## config.mk

```make
export PLATFORM = sky130hd
export DESIGN_NAME = chkv_front
export DESIGN_NICKNAME = d
export VERILOG_FILES = /design/src/rtl/chkv_pkg.sv /design/src/rtl/chkv_front.sv
export SDC_FILE = /design/constraint.sdc
export NUM_CORES = 1
export LEC_CHECK = 0
export ABC_CLOCK_PERIOD_IN_PS = 9200
export BUFFER_PORTS_ARGS = -buffer_cell sky130_fd_sc_hd__clkbuf_2
export CELL_PAD_IN_SITES_DETAIL_PLACEMENT = 1
export CELL_PAD_IN_SITES_GLOBAL_PLACEMENT = 1
export CORE_MARGIN = 4
export CORE_UTILIZATION = 52
export DETAILED_ROUTE_END_ITERATION = 10
export GPL_ROUTABILITY_DRIVEN = 0
export PLACE_DENSITY_LB_ADDON = 0.1
export SLEW_MARGIN = 0
export SYNTH_ARGS = -nofsm -noshare
export SYNTH_HDL_FRONTEND = slang
export SYNTH_SLANG_ARGS = --single-unit
```

## constraint.sdc

```tcl
create_clock -name i_clk -period 9.2 [get_ports i_clk]
set_input_delay 0.92 -clock i_clk [delete_from_list [all_inputs] [get_ports i_clk]]
set_output_delay 0.92 -clock i_clk [all_outputs]
set_load 0.005 [all_outputs]
```

## src/rtl/chkv_pkg.sv

```systemverilog
// chkv_pkg: shared types, constants and the key mixing steps for the hash table
// no dependencies
package chkv_pkg;

    localparam int BUCKETS = 1024;
    localparam int ENTRIES = 64;
    localparam int BW = $clog2(BUCKETS);
    localparam int SW = $clog2(ENTRIES + 1);
    localparam int IW = (ENTRIES > 1) ? $clog2(ENTRIES) : 1;
    localparam logic [SW-1:0] NIL_SLOT = SW'(ENTRIES);
    localparam logic [31:0] MIX_MUL = 32'h045d9f3b;

    localparam logic [1:0] OP_LOOKUP = 2'd0;
    localparam logic [1:0] OP_INSERT = 2'd1;
    localparam logic [1:0] OP_REMOVE = 2'd2;
    // unused code, treated as no operation
    localparam logic [1:0] OP_NONE   = 2'd3;

    typedef struct packed {
        logic [1:0]  op;
        logic [31:0] key;
        logic [31:0] value_in;
    } t_req;

    typedef struct packed {
        logic        hit;
        logic [31:0] value_out;
        logic        full_res;
        logic [6:0]  entry_count;
    } t_res;

    // hashed request passed from front to back
    typedef struct packed {
        logic [1:0]    op;
        logic [31:0]   key;
        logic [31:0]   value_in;
        logic [BW-1:0] bucket;
    } t_job;

    function automatic logic [31:0] xs16(input logic [31:0] v);
        xs16 = (v >> 16) ^ v;
    endfunction

endpackage

```

## src/rtl/chkv_front.sv

```systemverilog
// chkv_front: accepts requests and computes the bucket with a staged mixing hash
// depends on chkv_pkg
module chkv_front (
    input  logic          i_clk,
    input  logic          i_rst_n,
    input  logic          i_start,
    input  chkv_pkg::t_req i_req,
    input  logic          i_q_full,
    output logic          o_busy,
    output logic          o_push,
    output chkv_pkg::t_job o_job
);
    import chkv_pkg::*;

    typedef enum logic [2:0] {S_IDLE, S_M1, S_X2, S_M2, S_OUT} t_state;

    t_state      r_state;
    t_req        r_req;
    logic [31:0] r_v;

    always_ff @(posedge i_clk) begin
        if (!i_rst_n) begin
            r_state <= S_IDLE;
        end else begin
            case (r_state)
                S_IDLE: if (i_start) begin
                    r_req   <= i_req;
                    r_v     <= xs16(i_req.key);
                    r_state <= S_M1;
                end
                S_M1: begin
                    r_v <= r_v * MIX_MUL;
                    r_state <= S_X2;
                end
                S_X2: begin
                    r_v <= xs16(r_v);
                    r_state <= S_M2;
                end
                S_M2: begin
                    r_v <= r_v * MIX_MUL;
                    r_state <= S_OUT;
                end
                S_OUT: if (!i_q_full) begin
                    r_state <= S_IDLE;
                end
                default: r_state <= S_IDLE;
            endcase
        end
    end

    assign o_busy = (r_state != S_IDLE);
    assign o_push = (r_state == S_OUT) && !i_q_full;
    always_comb begin
        o_job.op       = r_req.op;
        o_job.key      = r_req.key;
        o_job.value_in = r_req.value_in;
        o_job.bucket   = BW'(xs16(r_v));
    end
endmodule

```

# Word level (Yosys, flattened, before mapping)
# Index checks and enable logic that the tools add are counted.
# totals
input_bits	70
wordCells	28
ff_bits	101
output_inout_bits	78
# op_classes
n_eq_ne	6
n_mux	5
n_bitwise	2
reduce_logical	9
multipliers	1
# ops
cell	n
32-bit case mux with 3 select lines	1
16-bit by 32-bit XOR with 32-bit output	2
32-bit by 27-bit multiplier with 32-bit output (second input constant)	1
32-bit 2-to-1 mux	1
3-bit case mux with 5 select lines	1
3-bit by 2-bit equality test with 1-bit output (second input constant)	2
3-bit 2-to-1 mux	2
3-bit AND reduction	2
3-bit nonzero test	2
2-bit inequality test (second input constant)	2
3-bit by 1-bit equality test with 1-bit output (second input constant)	1
3-bit equality test (second input constant)	1
3-bit logical NOT	1
2-bit AND reduction	1
2-bit OR reduction	1
1-bit logical AND	1
1-bit logical NOT	1

# Depth between registers and ports, before layout
# logic_depth
word_depth	4
depth_mapped	22
depth_no_buf	21

# Worst setup path after synthesis
# OpenSTA, ideal clock, no wires.
# synth_timing
path_kind	register to register
startpoint	register r_v[14]
endpoint	register r_v[28], data pin
required_time_ns	9.035
t_arrival_ns	5.651
slack_ns	3.385
synth_period_minus_slack_ns	5.815
setup_time_ns	0.165
path_stages_with_launch	22
n_path_buf	0
path_cell_list	edfxtp_1 > inv_1 > fa_1 > inv_1 > ha_1 > inv_1 > fa_1 > fa_1 > fa_1 > inv_1 > fa_1 > inv_1 > fa_1 > inv_1 > ha_1 > a21o_1 > a21o_1 > a21oi_1 > o31ai_1 > a311o_1 > and3_4 > o31ai_2
# synth_between
elab_chain_len	2
# synth_lines
element	line	rtl
start, declared	chkv_front.sv:19	logic [31:0] r_v;
start signal, assigned	chkv_front.sv:28	r_v <= xs16(i_req.key);
start signal, assigned	chkv_front.sv:32	r_v <= r_v * MIX_MUL;
start signal, assigned	chkv_front.sv:36	r_v <= xs16(r_v);
32-bit by 27-bit multiplier with 32-bit output	chkv_front.sv:32, chkv_front.sv:40	
32-bit case mux with 3 select lines	chkv_front.sv:25	case (r_state)
# Every way passes these cells.
# A chain may end at the register's enable or synchronous reset.

# Final worst setup path
# layout_timing
startpoint	register r_v[20]
endpoint	register r_v[31], data pin
# The elaborated chain is that of the path after synthesis.

==> results.ini <==
[outcome]
status = finished clean

[clocking]
cts.sinks = 101
post_cts_buffers = 0
clock_tree.buffer_depth = 2
clk_pin_slew_ns = 0.08
hold_buffers = 0
cts_tree = done
cts_root_buffer = clkbuf_16
clock_latency_ns = 0.35
numCtsBuffers = 9
cts.repair.resized = 0
htreeDepth = 3

[floorplan]
core_area_um2 = 25180
initial_core_util_pct = 52.87
dieArea_um2 = 28230
die_w_um = 168.0
die_height_um = 168.0
ioPinCount = 148
rows = 58

[finish]
fill_cells = 2818
drive_above_1_share_pct = 12.75
stdcell_area_um2 = 14770
fin_nets = 1872
syn_to_final_growth_pct = 10.93

[global_routing]
grt-ovfl-total = 0
grt_first_pass_wirelength_um = 63850
grt_max_degree = 65
track_usage_pct = 30.15
grt_pass1_vias = 11060
antenna_found_initial = 2

[synth]
synth_top_family_by_area = adder cells
synth_compound_gate_area_share_pct = 6.625
synthSimpleGateAreaFrac_pct = 3.421
synth-edff-count = 98
synth.avg_cell_area_um2 = 10.52
synth_nets = 1723
yosys_warnings = 0
yosysMostFrequentCell = inv_1
synth_top_cell_area_share_pct = 31.88
async_flop_share_pct = 0
synth_mux_area_share_pct = 0.07518
ys_seq_area_share_pct = 22.55
ys.flop_type = edfxtp_1
syn_area_um2 = 13310
yosys-top-cells-count = 449 x inv_1, 212 x fa_1, 175 x ha_1
synth.area.top_cells = fa_1 32%, edfxtp_1 22%, ha_1 16%, inv_1 13%, xor2_1 3.2%
synth-adder-area-share_pct = 48.32
ys_types = 52
ys_ff_latch = 101
yosysTopAreaCell = fa_1
yosys.area_share.xor_xnor_pct = 5.920
syn_inst = 1266

[routing]
drt_iter0_markers = 508
drc_errors = 0
vias_per_cell = 5.362
drt_wl_total_um = 41070
vias = 9388
dr.pass1.iters = 5
ant_nets = 0
detail_route.wl_per_cell_um = 23.46

[placement]
dp_hpwl_um = 35970
io_buffers = 147
place_area_um2 = 14460

[worst_setup_path]
cp-start-kind = flop
cp_max_fo = 7
cp-end-kind = flop
crit_type = reg2reg
arrival_ns = 7.04
cp_data_required_time_ns = 9.29

[timing]
max_freq_mhz = 143.8
skew_ns = 0.009836
max_slew_margin_pct = 22.42
tns_ns = 0
rsz0062_at_grt = false
tightest_slew_ns = 1.159
min_period_ns = 6.952
period_share_pct = 75.56
maxSlewViolCount = 0
setup_viol = 0
hold_violations = 0

[worst_hold_path]
hold_path.class = reg2reg

[flow_run]
cap_violations = 0

-- area by class of cell --
class,count,area [um2],area share [%]
antenna,1,2.502,0.01694
multi-input combinational,703,8588,58.15
tap,330,412.9,2.796
timing repair buffer,151,765.7,5.185
inverter,449,1685,11.41
clock inverter,7,86.33,0.5845
clock buffer,9,225.2,1.525
sequential,101,3003,20.33
-- path summary, 6_finish.rpt --
path,start,end,slack (ns),cells past startpoint
worst max-delay path,r_v[20]$_DFFE_PP_,r_v[31]$_DFFE_PP_,2.25,19
worst min-delay path,r_state[1]$_SDFFE_PN0P_,r_state[0]$_SDFFE_PN0P_,0.67,2
worst max register to register,r_v[20]$_DFFE_PP_,r_v[31]$_DFFE_PP_,2.25,19
worst min register to register,r_state[1]$_SDFFE_PN0P_,r_state[0]$_SDFFE_PN0P_,0.67,2
-- cells by family after synthesis --
| family | after synthesis |
|---|---|
| adders and majority gates | 387 |
| buffers and inverters | 462 |
| xor gates and xnor gates | 90 |
| muxes | 1 |
| AOI/OAI and AO/OA | 129 |
| DFF | 101 |
| and+or+nand+nor | 96 |
-- sequential cells by signal, summed over array words and instances (netlist names) --
register,cells
o_job,66
r_state,3
r_v,32
-- layer usage --
metal	up-vias	GRT usage (%)	share of wire, %
met4	4	10.59	4.2
met2	350	52.08	50
met1	4802	37.15	39
met3	88	7.232	6.9
li1	4144	-	-
met5	-	0	0.066
-- through the flow --
| stage | util [%] | worst slack, ns | hold WS, ns | cells |
|---|---|---|---|---|
| 2_1_floorplan | - | 3.385 | 0.5198 | 1266 |
| 3_3_place_gp | 57.40 | 2.582 | 0.6447 | 1734 |
| 3_5_place_dp | 57.40 | 2.351 | 0.6543 | 1734 |
| 4_1_cts | 58.64 | 2.297 | 0.6670 | 1750 |
| 5_1_grt | 58.64 | 1.942 | 0.7079 | 1750 |
| 6_report | 58.65 | 2.248 | 0.6731 | 1751 |
-- layout by cell type, fill, tap and decap left out, drive strengths merged, types with 3 or more instances in the layout --
master and instances:
edfxtp 98, nand3 10, inv 453, a22oi 10, o31ai 3, o21bai 4
a21o 13, xor2 49, buf 4, ha 175, a2bb2oi 5, fa 212
nand2 31, o21ai 33, nand2b 9, clkinv 3, or2 3, dfxtp 3
a31oi 5, clkbuf 156, a21oi 34, a211oi 4, nor3 8, nor2 23
xnor2 41
-- critical path, stage by stage, from the launching register on --
cell      delay [ns]
edfxtp_1        0.86
fa_1            0.61
ha_1            0.36
inv_1           0.08
fa_1            0.49
fa_1            0.51
inv_1           0.05
fa_1            0.49
fa_1            0.49
inv_1           0.07
fa_1            0.55
inv_1           0.08
ha_1            0.39
a21oi_1         0.41
nor2_1          0.10
a211oi_1        0.48
nand2_1         0.11
o32ai_1         0.29
xnor2_1         0.16
o21ai_0         0.10
Power is not shown: default switching activity piles up to over one toggle a cycle in this logic, so the estimate is an artifact.
