File: config.mk
export PLATFORM = sky130hd
export DESIGN_NAME = chkv_queue
export DESIGN_NICKNAME = d
export VERILOG_FILES = /design/src/rtl/chkv_pkg.sv /design/src/rtl/chkv_queue.sv
export SDC_FILE = /design/constraint.sdc
export NUM_CORES = 1
export LEC_CHECK = 0
export CAP_MARGIN = 20
export CORE_MARGIN = 4
export CORE_UTILIZATION = 45
export CTS_BUF_LIST = sky130_fd_sc_hd__clkbuf_4 sky130_fd_sc_hd__clkbuf_8
export DETAILED_ROUTE_END_ITERATION = 16
export DONT_BUFFER_PORTS = 1
export PLACE_DENSITY = 0.65
export RECOVER_POWER = 100
export REMOVE_ABC_BUFFERS = 1
export SETUP_SLACK_MARGIN = 0.4
export SYNTH_ARGS = -nofsm -noshare
export SYNTH_HDL_FRONTEND = slang
export SYNTH_SLANG_ARGS = --single-unit
File: constraint.sdc
create_clock -name i_clk -period 4.4 [get_ports i_clk]
set_clock_uncertainty 0.2 [all_clocks]
set_input_delay 0 -clock i_clk [delete_from_list [all_inputs] [get_ports i_clk]]
set_output_delay 0 -clock i_clk [all_outputs]
set_load 0.03 [all_outputs]
File: src/rtl/chkv_pkg.sv
// chkv_pkg: shared types, constants and the key mixing steps for the hash table
// no dependencies
package chkv_pkg;

    localparam int BUCKETS = 1024;
    localparam int ENTRIES = 64;
    localparam int BW = $clog2(BUCKETS);
    localparam int SW = $clog2(ENTRIES + 1);
    localparam int IW = (ENTRIES > 1) ? $clog2(ENTRIES) : 1;
    localparam logic [SW-1:0] NIL_SLOT = SW'(ENTRIES);
    localparam logic [31:0] MIX_MUL = 32'h045d9f3b;

    localparam logic [1:0] OP_LOOKUP = 2'd0;
    localparam logic [1:0] OP_INSERT = 2'd1;
    localparam logic [1:0] OP_REMOVE = 2'd2;
    // unused code, treated as no operation
    localparam logic [1:0] OP_NONE   = 2'd3;

    typedef struct packed {
        logic [1:0]  op;
        logic [31:0] key;
        logic [31:0] value_in;
    } t_req;

    typedef struct packed {
        logic        hit;
        logic [31:0] value_out;
        logic        full_res;
        logic [6:0]  entry_count;
    } t_res;

    // hashed request passed from front to back
    typedef struct packed {
        logic [1:0]    op;
        logic [31:0]   key;
        logic [31:0]   value_in;
        logic [BW-1:0] bucket;
    } t_job;

    function automatic logic [31:0] xs16(input logic [31:0] v);
        xs16 = (v >> 16) ^ v;
    endfunction

endpackage

File: src/rtl/chkv_queue.sv
// chkv_queue: two-entry queue of hashed requests between front and back
// depends on chkv_pkg
module chkv_queue (
    input  logic           i_clk,
    input  logic           i_rst_n,
    input  logic           i_push,
    input  chkv_pkg::t_job i_job,
    input  logic           i_pop,
    output logic           o_full,
    output logic           o_empty,
    output chkv_pkg::t_job o_job
);
    import chkv_pkg::*;

    t_job       r_buf [2];
    logic       r_wp, r_rp;
    logic [1:0] r_cnt;

    always_ff @(posedge i_clk) begin
        if (!i_rst_n) begin
            r_wp  <= 1'b0;
            r_rp  <= 1'b0;
            r_cnt <= 2'd0;
        end else begin
            if (i_push) begin
                r_buf[r_wp] <= i_job;
                r_wp <= ~r_wp;
            end
            if (i_pop) r_rp <= ~r_rp;
            r_cnt <= r_cnt + 2'(i_push) - 2'(i_pop);
        end
    end

    assign o_full  = (r_cnt == 2'd2);
    assign o_empty = (r_cnt == 2'd0);
    assign o_job   = r_buf[r_rp];
endmodule

==> results.txt, run 1 <==
Inst Count DP - 424
Hold buffer count at CTS - 101
Resized Gates After CTS - 0
Die Width - 122.2 um
Error - [ERROR RSZ-0060] Max buffer count reached.
Flops & latches, synth - 157
# H-tree levels - 4
CTS max path bufs - 2
Cts bufs inserted - 17
Port-buffer cells - 0
Io pins - 158
Area of the mapped netlist - 5866 um^2
Yosys warning count - 0
CTS Sinks - 157
Post-CTS setup repair buffer count - 0
Synthesized instance count - 258
Die H - 122.2 um
Synth unique cells - 16
Status - stopped before the end
Initial Util - 46.29%
Row Count - 41
Final Wtd Congestion - 0.7094
Mapped Avg Cell Area - 22.73 um^2
CTS root buf - clkbuf_8
Failed at - clock tree synthesis
Register area share after synthesis - 79.52%
## cells by family after synthesis
logic type	count (synthesis)	synth area share, %
buffers and inverters	10	1.280
AND/OR/NAND/NOR	10	0.9385
multiplexers	76	17.15
adder cells (fa/ha/maj)	2	0.4266
flip-flops	157	79.52
XOR/XNOR	3	0.6826
## per-stage QoR
stage	hold WS, ns	worst slack, ns	area, um^2	util [%]
after detailed placement	-0.1010	2.283	6057	47.80
after global placement	-0.1010	2.331	6057	47.80
after floorplan	-0.1011	0.1884	5798	-
## cells in the mapped netlist
cell,n,area (um^2)
edfxtp_1,152,4564
buf_6,4,45.04
nand2_1,1,3.750
buf_4,1,7.510
nor2b_1,2,12.51
xor2_1,2,17.52
ha_1,2,25.02
and3_1,1,6.260
buf_2,3,15.01
mux2_2,36,405.4
xnor3_1,1,22.52
mux2_4,40,600.6
nor2_1,2,7.510
dfxtp_1,5,100.1
inv_1,2,7.510
and2_1,4,25.02
==> run 2, diff against run 1 <==
CORE_UTILIZATION = 30   (was 45)
CTS_BUF_LIST = unset   (was sky130_fd_sc_hd__clkbuf_4 sky130_fd_sc_hd__clkbuf_8)
PLACE_DENSITY = unset   (was 0.65)
PLACE_DENSITY_LB_ADDON = 0.15   (was unset)
SETUP_SLACK_MARGIN = unset   (was 0.4)
clock period = 5.7 ns   (was 4.4 ns; I/O delays follow)
==> results.txt, run 2 <==
Io pins - 158 (unchanged)
Reg with most FFs - r_buf
Fill count - 1785
Critical path type - reg2reg
Setup TNS - 0 ns
Die H - 147.8 um (was 122.2 um)
Part of the cycle the worst path needs - 64.66%
Setup violations, final - 0
Arrival time worst endpoint - 3.46 ns
Post-synthesis adder-cell area fraction - 0.4266% (unchanged)
Leak - 2.430 nW
Maximum fanout along the worst path - 40
Most used flip-flop cell after synthesis - edfxtp_1 (unchanged)
Largest register FFs - 152
F_max - 0.2713 GHz
Multi-input gate area - 983.4 um^2
Die Width - 147.8 um (was 122.2 um)
CTS max path bufs - 2 (unchanged)
Initial Util - 30.94% (was 46.29%)
WL/cell - 17.66 um
Simple-gate share of the synthesized area - 0.9386% (unchanged)
Post-synth EDFFs - 152 (unchanged)
Final hold violations - 0
Overall routing resource usage - 10.19%
Via-to-Cell Ratio - 4.201
Flops & latches, synth - 157 (unchanged)
CTS tree - done
Worst hold start - i_job[50]
Hold WC Path Type - in2reg
Worst-path cell chain - nor2_1 -> clkbuf_1
Maxcap violations - 4
Max VDD drop - 0.0002002 V
Area of the mapped netlist - 5866 um^2 (unchanged)
CTS Sinks - 157 (unchanged)
Slew Viols, Final - 167
Final nets - 436
Mux contribution to synthesized area - 17.15% (unchanged)
Top-count cell post-synth - edfxtp_1 (unchanged)
R2R Path End - r_buf[0][63]
Hold path depth - 1
Flop2flop setup slack - 2.01 ns
Synth cell count leaders - edfxtp_1, mux2_4, mux2_2 (unchanged)
Status - complete, but fails checks (was stopped before the end)
RSZ-0062 raised after global routing - no
Area growth, synth to finish - 25.19%
Slew @ Worst Pin - 2.406 ns
Core Area - 18960 um^2
Compound-cell area share of the yosys netlist - 0% (unchanged)
Power density over the cells - 359.6 nW/um^2
Slew HR - -60.39%
Post-DP HPWL - 6.783 mm
Port-buffer cells - 0 (unchanged)
Async SR Flop Fraction - 0% (unchanged)
FF-to-FF path depth - 2
P_sw - 0.6386 mW
Crit path launch type - flop
Synth unique cells - 16 (unchanged)
CP max-delay cell - clkbuf_1
Drc violations - 0
Row Count - 50 (was 41)
Die area - 21850 um^2
Net Sw Frac - 24.18%
Register area share after synthesis - 79.52% (unchanged)
Drt total wl - 11.07 mm
Final Wtd Congestion - 0.6389 (was 0.7094)
Worst skew pair latency - 0.41 ns
Logic pwr share - 10.9%
Commonest non-fill, non-tap cell in the layout - edfxtp_1
Top Registers - r_buf: 152 flops, r_cnt: 2 flops
CP Capture Type - flop
Fin crit period - 3.685 ns
Clock slew seen by the registers of the worst setup and hold paths - 0.06 ns
Hold worst-path end - r_buf[1][50]
Top post-synthesis cells by area - edfxtp_1, mux2_4, mux2_2 (unchanged)
Vias in the first global route - 2850
Via count - 2634
Post-DRT Antenna Nets - 0
Ant. Diodes - 0
Synthesized instance count - 258 (unchanged)
Yosys warning count - 0 (unchanged)
FF/Latch Area - 4664 um^2
Commonest non-fill, non-tap cells in the layout - edfxtp_1, dlygate4sd3_1, mux2_1, clkbuf_16
CP peak stage delay - 1.79 ns
Post-CTS setup repair buffer count - 0 (unchanged)
Pin count of the biggest net entering global routing - 62
Layout cells sized above 1 - 8.447%
Global-route wire length before repair - 16.64 mm
Reg power frac - 50.6%
Iter 0 DRT Violations - 81
Post-Synth XOR/XNOR Area - 0.6826% (unchanged)
Pint - 2.002 mW
Total grt overflow - 0
Synth top area share - 77.82% (unchanged)
Req. time, crit path - 5.48 ns
Clock network power share - 38.5%
Cts bufs inserted - 17 (unchanged)
Post-synth top area cell - edfxtp_1 (unchanged)
CTS root buf - clkbuf_16 (was clkbuf_8)
# H-tree levels - 4 (unchanged)
Initial antenna violation count - 0
Failing checks - capacitance limit, slew limit
Largest family of logic cells by synthesized area - multiplexers (unchanged)
1st-pass router iterations - 4
Reg-to-reg startpoint - r_wp
Hold_ws - 0.03471 ns
Mapped Avg Cell Area - 22.73 um^2 (unchanged)
-- run 2: worst max-delay path, delay by kind of cell, from the launching register on --
family	cells	cell delay, ns
and+or+nand+nor	1	0.91
DFF	1	0.32
buffers and inverters	1	1.79
-- run 2: power by group through the flow --
stage	Clock, mW	Combinational, mW	Sequential (mW)
6_report	1.02	0.288	1.34
5_1_grt	1.11	0.309	1.34
4_1_cts	1.05	0.332	1.34
3_5_place_dp	0	0.275	1.36
3_3_place_gp	0	0.272	1.36
2_1_floorplan	0	0.228	1.38
-- run 2: kinds of logic (layout without fill, tap and decap cells) --
kind of cell             Yosys count  count (layout)
AND/OR/NAND/NOR                   10              10
flip-flops                       157             157
buffers and inverters             10             119
XOR/XNOR                           3               3
multiplexers                      76              76
adder cells (fa/ha/maj)            2               2
-- run 2: final cells by class --
| type | instances | area share (%) |
|---|---|---|
| Inverter | 2 | 0.1022 |
| Timing Repair Buffer | 85 | 11.31 |
| Clock inverter | 15 | 1.448 |
| Multi-Input combinational cell | 91 | 13.39 |
| Tap cell | 260 | 4.430 |
| Clock buffer | 17 | 5.793 |
| Sequential cell | 157 | 63.52 |
-- run 2: per-layer routing --
layer  vias up  routed length, um  GRT usage [%]
met5         -                  0              0
met4         0                 88          3.603
met3         5                896          5.426
met2       101               5090          15.44
met1      1323               4998          12.46
li1       1205                  -              -
-- run 2: worst max-delay path by stage --
stage,startpoint,to,cells past startpoint
6_report,r_wp,r_buf[0][63],2
5_1_grt,r_wp,r_buf[0][41],2
4_1_cts,flop,o_job[4],2
3_5_place_dp,r_wp,r_buf[1][0],2
3_3_place_gp,r_wp,r_buf[0][56],2
2_1_floorplan,r_wp,r_buf[0][0],1
-- run 2: timing repair --
| action | CTS | global route |
|---|---|---|
| endpoints found under the hold margin | 228 | 0 |
| setup endpoints to repair | 0 | 0 |
| hold buffers | 81 | 0 |
| resized for setup | 0 | 0 |
-- run 2: stage by stage --
| step | cells | utilization [%] | power [mW] | instance area [um^2] | setup slack [ns] |
|---|---|---|---|---|---|
| global placement | 513 | 32.51 | 1.634 | 6162 | 3.111 |
| detailed placement | 514 | 32.61 | 1.639 | 6182 | 3.435 |
| floorplan | 250 | - | 1.603 | 5798 | 1.488 |
| global route | 627 | 38.74 | 2.758 | 7343 | 1.658 |
| finish | 627 | 38.74 | 2.641 | 7343 | 2.015 |
| CTS | 627 | 39.70 | 2.726 | 7525 | 3.038 |
Note: power is estimated with default switching activity, not from simulation.
==> run 3, diff against run 2 <==
clock period = 3.65 ns   (was 5.7 ns; I/O delays follow)
==> results.txt, run 3 (synthesized netlist as in run 2, its figures left out) <==
Worst-path cell chain - nor2_4 -> clkbuf_2 (was nor2_1 -> clkbuf_1)
Final hold violations - 0 (unchanged)
Port-buffer cells - 0 (unchanged)
Hold WC Path Type - in2reg (unchanged)
Reg power frac - 52.3% (was 50.6%)
Via-to-Cell Ratio - 4.206 (was 4.201)
Crit path launch type - flop (unchanged)
Maximum fanout along the worst path - 55 (was 40)
Worst skew pair latency - 0.40 ns (was 0.41 ns)
Drt total wl - 10.82 mm (was 11.07 mm)
Power density over the cells - 549.0 nW/um^2 (was 359.6 nW/um^2)
Ant. Diodes - 0 (unchanged)
Max VDD drop - 0.0003276 V (was 0.0002002 V)
Setup TNS - 0 ns (unchanged)
P_sw - 0.9690 mW (was 0.6386 mW)
Slew @ Worst Pin - 1.508 ns (was 2.406 ns)
Arrival time worst endpoint - 2.59 ns (was 3.46 ns)
Leak - 2.416 nW (was 2.430 nW)
Io pins - 158 (unchanged)
F_max - 0.3588 GHz (was 0.2713 GHz)
CTS max path bufs - 2 (unchanged)
Critical path type - reg2reg (unchanged)
Die area - 21850 um^2 (unchanged)
CTS tree - done (unchanged)
Slew Viols, Final - 54 (was 167)
Die H - 147.8 um (unchanged)
Final Wtd Congestion - 0.6855 (was 0.6389)
Clock slew seen by the registers of the worst setup and hold paths - 0.06 ns (about the same)
Setup violations, final - 0 (unchanged)
Post-CTS setup repair buffer count - 0 (unchanged)
Reg with most FFs - r_buf (unchanged)
Via count - 2633 (was 2634)
Req. time, crit path - 3.45 ns (was 5.48 ns)
CTS root buf - clkbuf_16 (unchanged)
Core Area - 18960 um^2 (unchanged)
Status - complete, but fails checks (unchanged)
Row Count - 50 (unchanged)
Commonest non-fill, non-tap cells in the layout - edfxtp_1, dlygate4sd3_1, mux2_1, clkbuf_16, clkbuf_1 (was edfxtp_1, dlygate4sd3_1, mux2_1, clkbuf_16)
Largest register FFs - 152 (unchanged)
Initial Util - 30.94% (unchanged)
Maxcap violations - 1 (was 4)
Pin count of the biggest net entering global routing - 77 (was 62)
1st-pass router iterations - 4 (unchanged)
Logic pwr share - 10.7% (was 10.9%)
Post-DRT Antenna Nets - 0 (unchanged)
Drc violations - 0 (unchanged)
Total grt overflow - 0 (unchanged)
Final nets - 437 (was 436)
Final Worst Setup Slack - 0.8629 ns (was 2.015 ns)
Die Width - 147.8 um (unchanged)
Clock network power share - 37.0% (was 38.5%)
Resized Gates After CTS - 0 (unchanged)
CP Capture Type - flop (unchanged)
Vias in the first global route - 2821 (was 2850)
Hold_ws - 0.03049 ns (was 0.03471 ns)
Net Sw Frac - 24.06% (was 24.18%)
Global-route wire length before repair - 16.10 mm (was 16.64 mm)
Iter 0 DRT Violations - 67 (was 81)
CP peak stage delay - 1.18 ns (was 1.79 ns)
Pint - 3.058 mW (was 2.002 mW)
RSZ-0062 raised after global routing - no (unchanged)
Fin crit period - 2.787 ns (was 3.685 ns)
# H-tree levels - 4 (unchanged)
Core Util, Final - 38.69% (was 38.74%)
Overall routing resource usage - 9.868% (was 10.19%)
Part of the cycle the worst path needs - 76.36% (was 64.66%)
Layout cells sized above 1 - 8.470% (was 8.447%)
Slew HR - -0.5108% (was -60.39%)
Place WS - 1.602 ns (was 3.435 ns)
Area growth, synth to finish - 25.04% (was 25.19%)
CTS Sinks - 157 (unchanged)
Initial antenna violation count - 0 (unchanged)
Cts bufs inserted - 17 (unchanged)
Top Registers - r_buf: 152 flops, r_cnt: 2 flops (unchanged)
Failing checks - capacitance limit, slew limit (unchanged)
WL/cell - 17.28 um (was 17.66 um)
Commonest non-fill, non-tap cell in the layout - edfxtp_1 (unchanged)
Top delay family on crit path - buffers and inverters (unchanged)
CP Buf/Inv Count - 1 (unchanged)
CP max-delay cell - clkbuf_2 (was clkbuf_1)
run 3: through the flow:
| stage | cell area (um^2) | cells | power, mW |
|---|---|---|---|
| floorplan | 5798 | 250 | 2.504 |
| CTS | 7471 | 622 | 4.158 |
| global placement | 6180 | 512 | 2.553 |
| finish | 7335 | 626 | 4.027 |
| detailed placement | 6180 | 512 | 2.557 |
| global route | 7335 | 626 | 4.216 |
run 3: final timing paths:
| path | startpoint | depth (start not counted) | slack, ns | to |
|---|---|---|---|---|
| worst max-delay path | r_wp | 2 | 0.86 | r_buf[0][71] |
| worst min-delay path | i_job[15] | 1 | 0.03 | r_buf[1][15] |
| worst max register to register | r_wp | 2 | 0.86 | r_buf[0][71] |
| worst min register to register | r_rp | 2 | 0.38 | r_rp |
run 3: power by group through the flow:
stage          clock [mW]  combinational (mW)  sequential (mW)
2_1_floorplan           0               0.356             2.15
3_3_place_gp            0               0.405             2.15
3_5_place_dp            0               0.407             2.15
4_1_cts              1.55               0.493             2.11
5_1_grt              1.64               0.460             2.11
6_report             1.49               0.430             2.10
run 3: repair_timing:
item,CTS,global route
endpoints found under the hold margin,178,24
hold buffers,80,3
setup endpoints to repair,0,0
run 3: cell type report:
cell class | count | area (um^2)
clock buffers | 21 | 440.4
flip-flops and latches | 157 | 4666
fillers | 1763 | 11620
repair buffers | 86 | 854.6
inverters | 2 | 7.507
clock inverters | 9 | 50.05
well taps | 260 | 325.3
multi-input cells | 91 | 991.0
run 3: routing by layer:
metal / GRT usage [%] / share of wire (%) / vias up
met5: 0 / 0 / -
met4: 4.296 / 1.3 / 0
met3: 4.844 / 7.8 / 10
met2: 15.39 / 47 / 106
met1: 11.60 / 44 / 1313
li1: - / - / 1204
==> run 4, diff against run 3 <==
clock period = 2.5 ns   (was 3.65 ns; I/O delays follow)
==> results.txt, run 4 (synthesized netlist as in run 2, its figures left out) <==
Setup violations, final - 0 (unchanged)
Worst-path cell chain - clkbuf_2 -> mux2_1 (was nor2_4 -> clkbuf_2)
Drc violations - 0 (unchanged)
Max VDD drop - 0.0004433 V (was 0.0003276 V)
Overall routing resource usage - 9.926% (was 9.868%)
Clock slew seen by the registers of the worst setup and hold paths - 0.06 ns (about the same)
Top delay family on crit path - flip-flops (was buffers and inverters)
Die Width - 147.8 um (unchanged)
Hold_ws - 0.04091 ns (was 0.03049 ns)
CP max-delay cell - dfxtp_4 (was clkbuf_2)
Setup TNS - 0 ns (unchanged)
CP Capture Type - primary output (was flop)
Core Area - 18960 um^2 (unchanged)
Worst skew pair latency - 0.40 ns (about the same)
F_max - 0.4628 GHz
CTS root buf - clkbuf_16 (unchanged)
Total grt overflow - 0 (unchanged)
Multi-input gate area - 998.5 um^2 (was 991.0 um^2)
CTS tree - done (unchanged)
RSZ-0062 raised after global routing - no (unchanged)
Fill count - 1750 (was 1763)
Via count - 2653 (was 2633)
Fin crit period - 2.161 ns
Pint - 4.577 mW (was 3.058 mW)
# H-tree levels - 4 (unchanged)
Clock network power share - 38.5% (was 37.0%)
P_sw - 1.452 mW (was 0.9690 mW)
Slew Viols, Final - 0 (was 54)
Row Count - 50 (unchanged)
Pin count of the biggest net entering global routing - 42 (was 77)
CP Buf/Inv Count - 1 (unchanged)
Part of the cycle the worst path needs - 86.43%
Layout cells sized above 1 - 10.57% (was 8.470%)
CP peak stage delay - 0.61 ns (was 1.18 ns)
Final nets - 438 (was 437)
Largest register FFs - 152 (unchanged)
Critical path type - reg2out (was reg2reg)
Drt total wl - 11.01 mm (was 10.82 mm)
Global-route wire length before repair - 16.30 mm (was 16.10 mm)
Arrival time worst endpoint - 1.96 ns (was 2.59 ns)
Slew HR - 22.34% (was -0.5108%)
Commonest non-fill, non-tap cells in the layout - edfxtp_1, dlygate4sd3_1, mux2_1, clkbuf_16, clkbuf_2 (was edfxtp_1, dlygate4sd3_1, mux2_1, clkbuf_16, clkbuf_1)
Initial Util - 30.94% (unchanged)
Maxcap violations - 0 (was 1)
Io pins - 158 (unchanged)
Final hold violations - 0 (unchanged)
Logic pwr share - 10.8% (was 10.7%)
Status - finished, final reports clean (was complete, but fails checks)
Slew @ Worst Pin - 1.165 ns (was 1.508 ns)
Cts bufs inserted - 17 (unchanged)
Power density over the cells - 816.6 nW/um^2 (was 549.0 nW/um^2)
Final Wtd Congestion - 0.6457 (was 0.6855)
Design Power - 6.029 mW (was 4.027 mW)
Hold WC Path Type - in2reg (unchanged)
Port-buffer cells - 0 (unchanged)
FF/Latch Area - 4668 um^2 (was 4666 um^2)
Ant. Diodes - 0 (unchanged)
Iter 0 DRT Violations - 69 (was 67)
1st-pass router iterations - 7 (was 4)
Area growth, synth to finish - 25.87% (was 25.04%)
Net Sw Frac - 24.09% (was 24.06%)
CTS max path bufs - 2 (unchanged)
Die area - 21850 um^2 (unchanged)
Via-to-Cell Ratio - 4.218 (was 4.206)
Initial antenna violation count - 0 (unchanged)
Vias in the first global route - 2895 (was 2821)
WL/cell - 17.50 um (was 17.28 um)
Reg power frac - 50.7% (was 52.3%)
Commonest non-fill, non-tap cell in the layout - edfxtp_1 (unchanged)
Req. time, crit path - 2.30 ns (was 3.45 ns)
Crit path launch type - flop (unchanged)
Maximum fanout along the worst path - 26 (was 55)
Die H - 147.8 um (unchanged)
CTS Sinks - 157 (unchanged)
Post-DRT Antenna Nets - 0 (unchanged)
Resized Gates After CTS - 0 (unchanged)
Reg with most FFs - r_buf (unchanged)
Top Registers - r_buf: 152 flops, r_cnt: 2 flops (unchanged)
Leak - 2.450 nW (was 2.416 nW)
==> run 4: area by class of cell <==
type | count | area share (%)
Clock inverter | 13 | 1.356
Tap cell | 260 | 4.406
Inverter | 2 | 0.1017
Clock buffer | 19 | 5.863
Sequential cell | 157 | 63.23
Multi-Input combinational cell | 91 | 13.52
Timing Repair Buffer | 87 | 11.52
==> run 4: what timing repair did <==
item                                    4_1_cts  5_1_grt
endpoints found under the setup margin        0        0
endpoints found under the hold margin       157        0
hold buffers                                 80        0
setup buffers                                 0        0
==> run 4: worst paths after layout <==
path | from | to | slack (ns) | cells past startpoint
max reg2reg | r_wp | r_buf[1][10] | 0.42 | 2
min reg2reg | r_rp | r_rp | 0.39 | 2
max | flop | o_job[20] | 0.34 | 2
min | i_job[19] | r_buf[1][19] | 0.04 | 1
==> run 4: power groups by stage <==
stage                     registers (mW)  logic [mW]  clock network, mW
after floorplan                     3.14       0.520                  0
after global placement              3.11       0.620                  0
after detailed placement            3.12       0.622                  0
after CTS                           3.06       0.746               2.42
after global routing                3.06       0.695               2.56
final                               3.05       0.651               2.32
==> run 4: worst register-to-register path, stage by stage (launching register included) <==
cell and delay (ns):
dfxtp_1 0.40, and3_1 0.20, clkbuf_2 0.88
==> run 4: through the flow <==
stage / util [%] / worst slack, ns / std cells / instance area [um^2]
after floorplan: - / -1.712 / 250 / 5798
after global placement: 32.73 / 0.8018 / 517 / 6205
after detailed placement: 32.73 / 0.7885 / 517 / 6205
after CTS: 39.77 / 0.3908 / 629 / 7538
after global routing: 38.95 / 0.1868 / 629 / 7383
final: 38.95 / 0.3391 / 629 / 7383
==> run 4: per-layer routing <==
metal / wire [um] / vias to the layer above / GRT usage [%]
li1: - / 1213 / -
met1: 4645 / 1332 / 11.30
met2: 5300 / 102 / 16.15
met3: 963 / 6 / 5.395
met4: 96 / 0 / 3.048
met5: 0 / - / 0
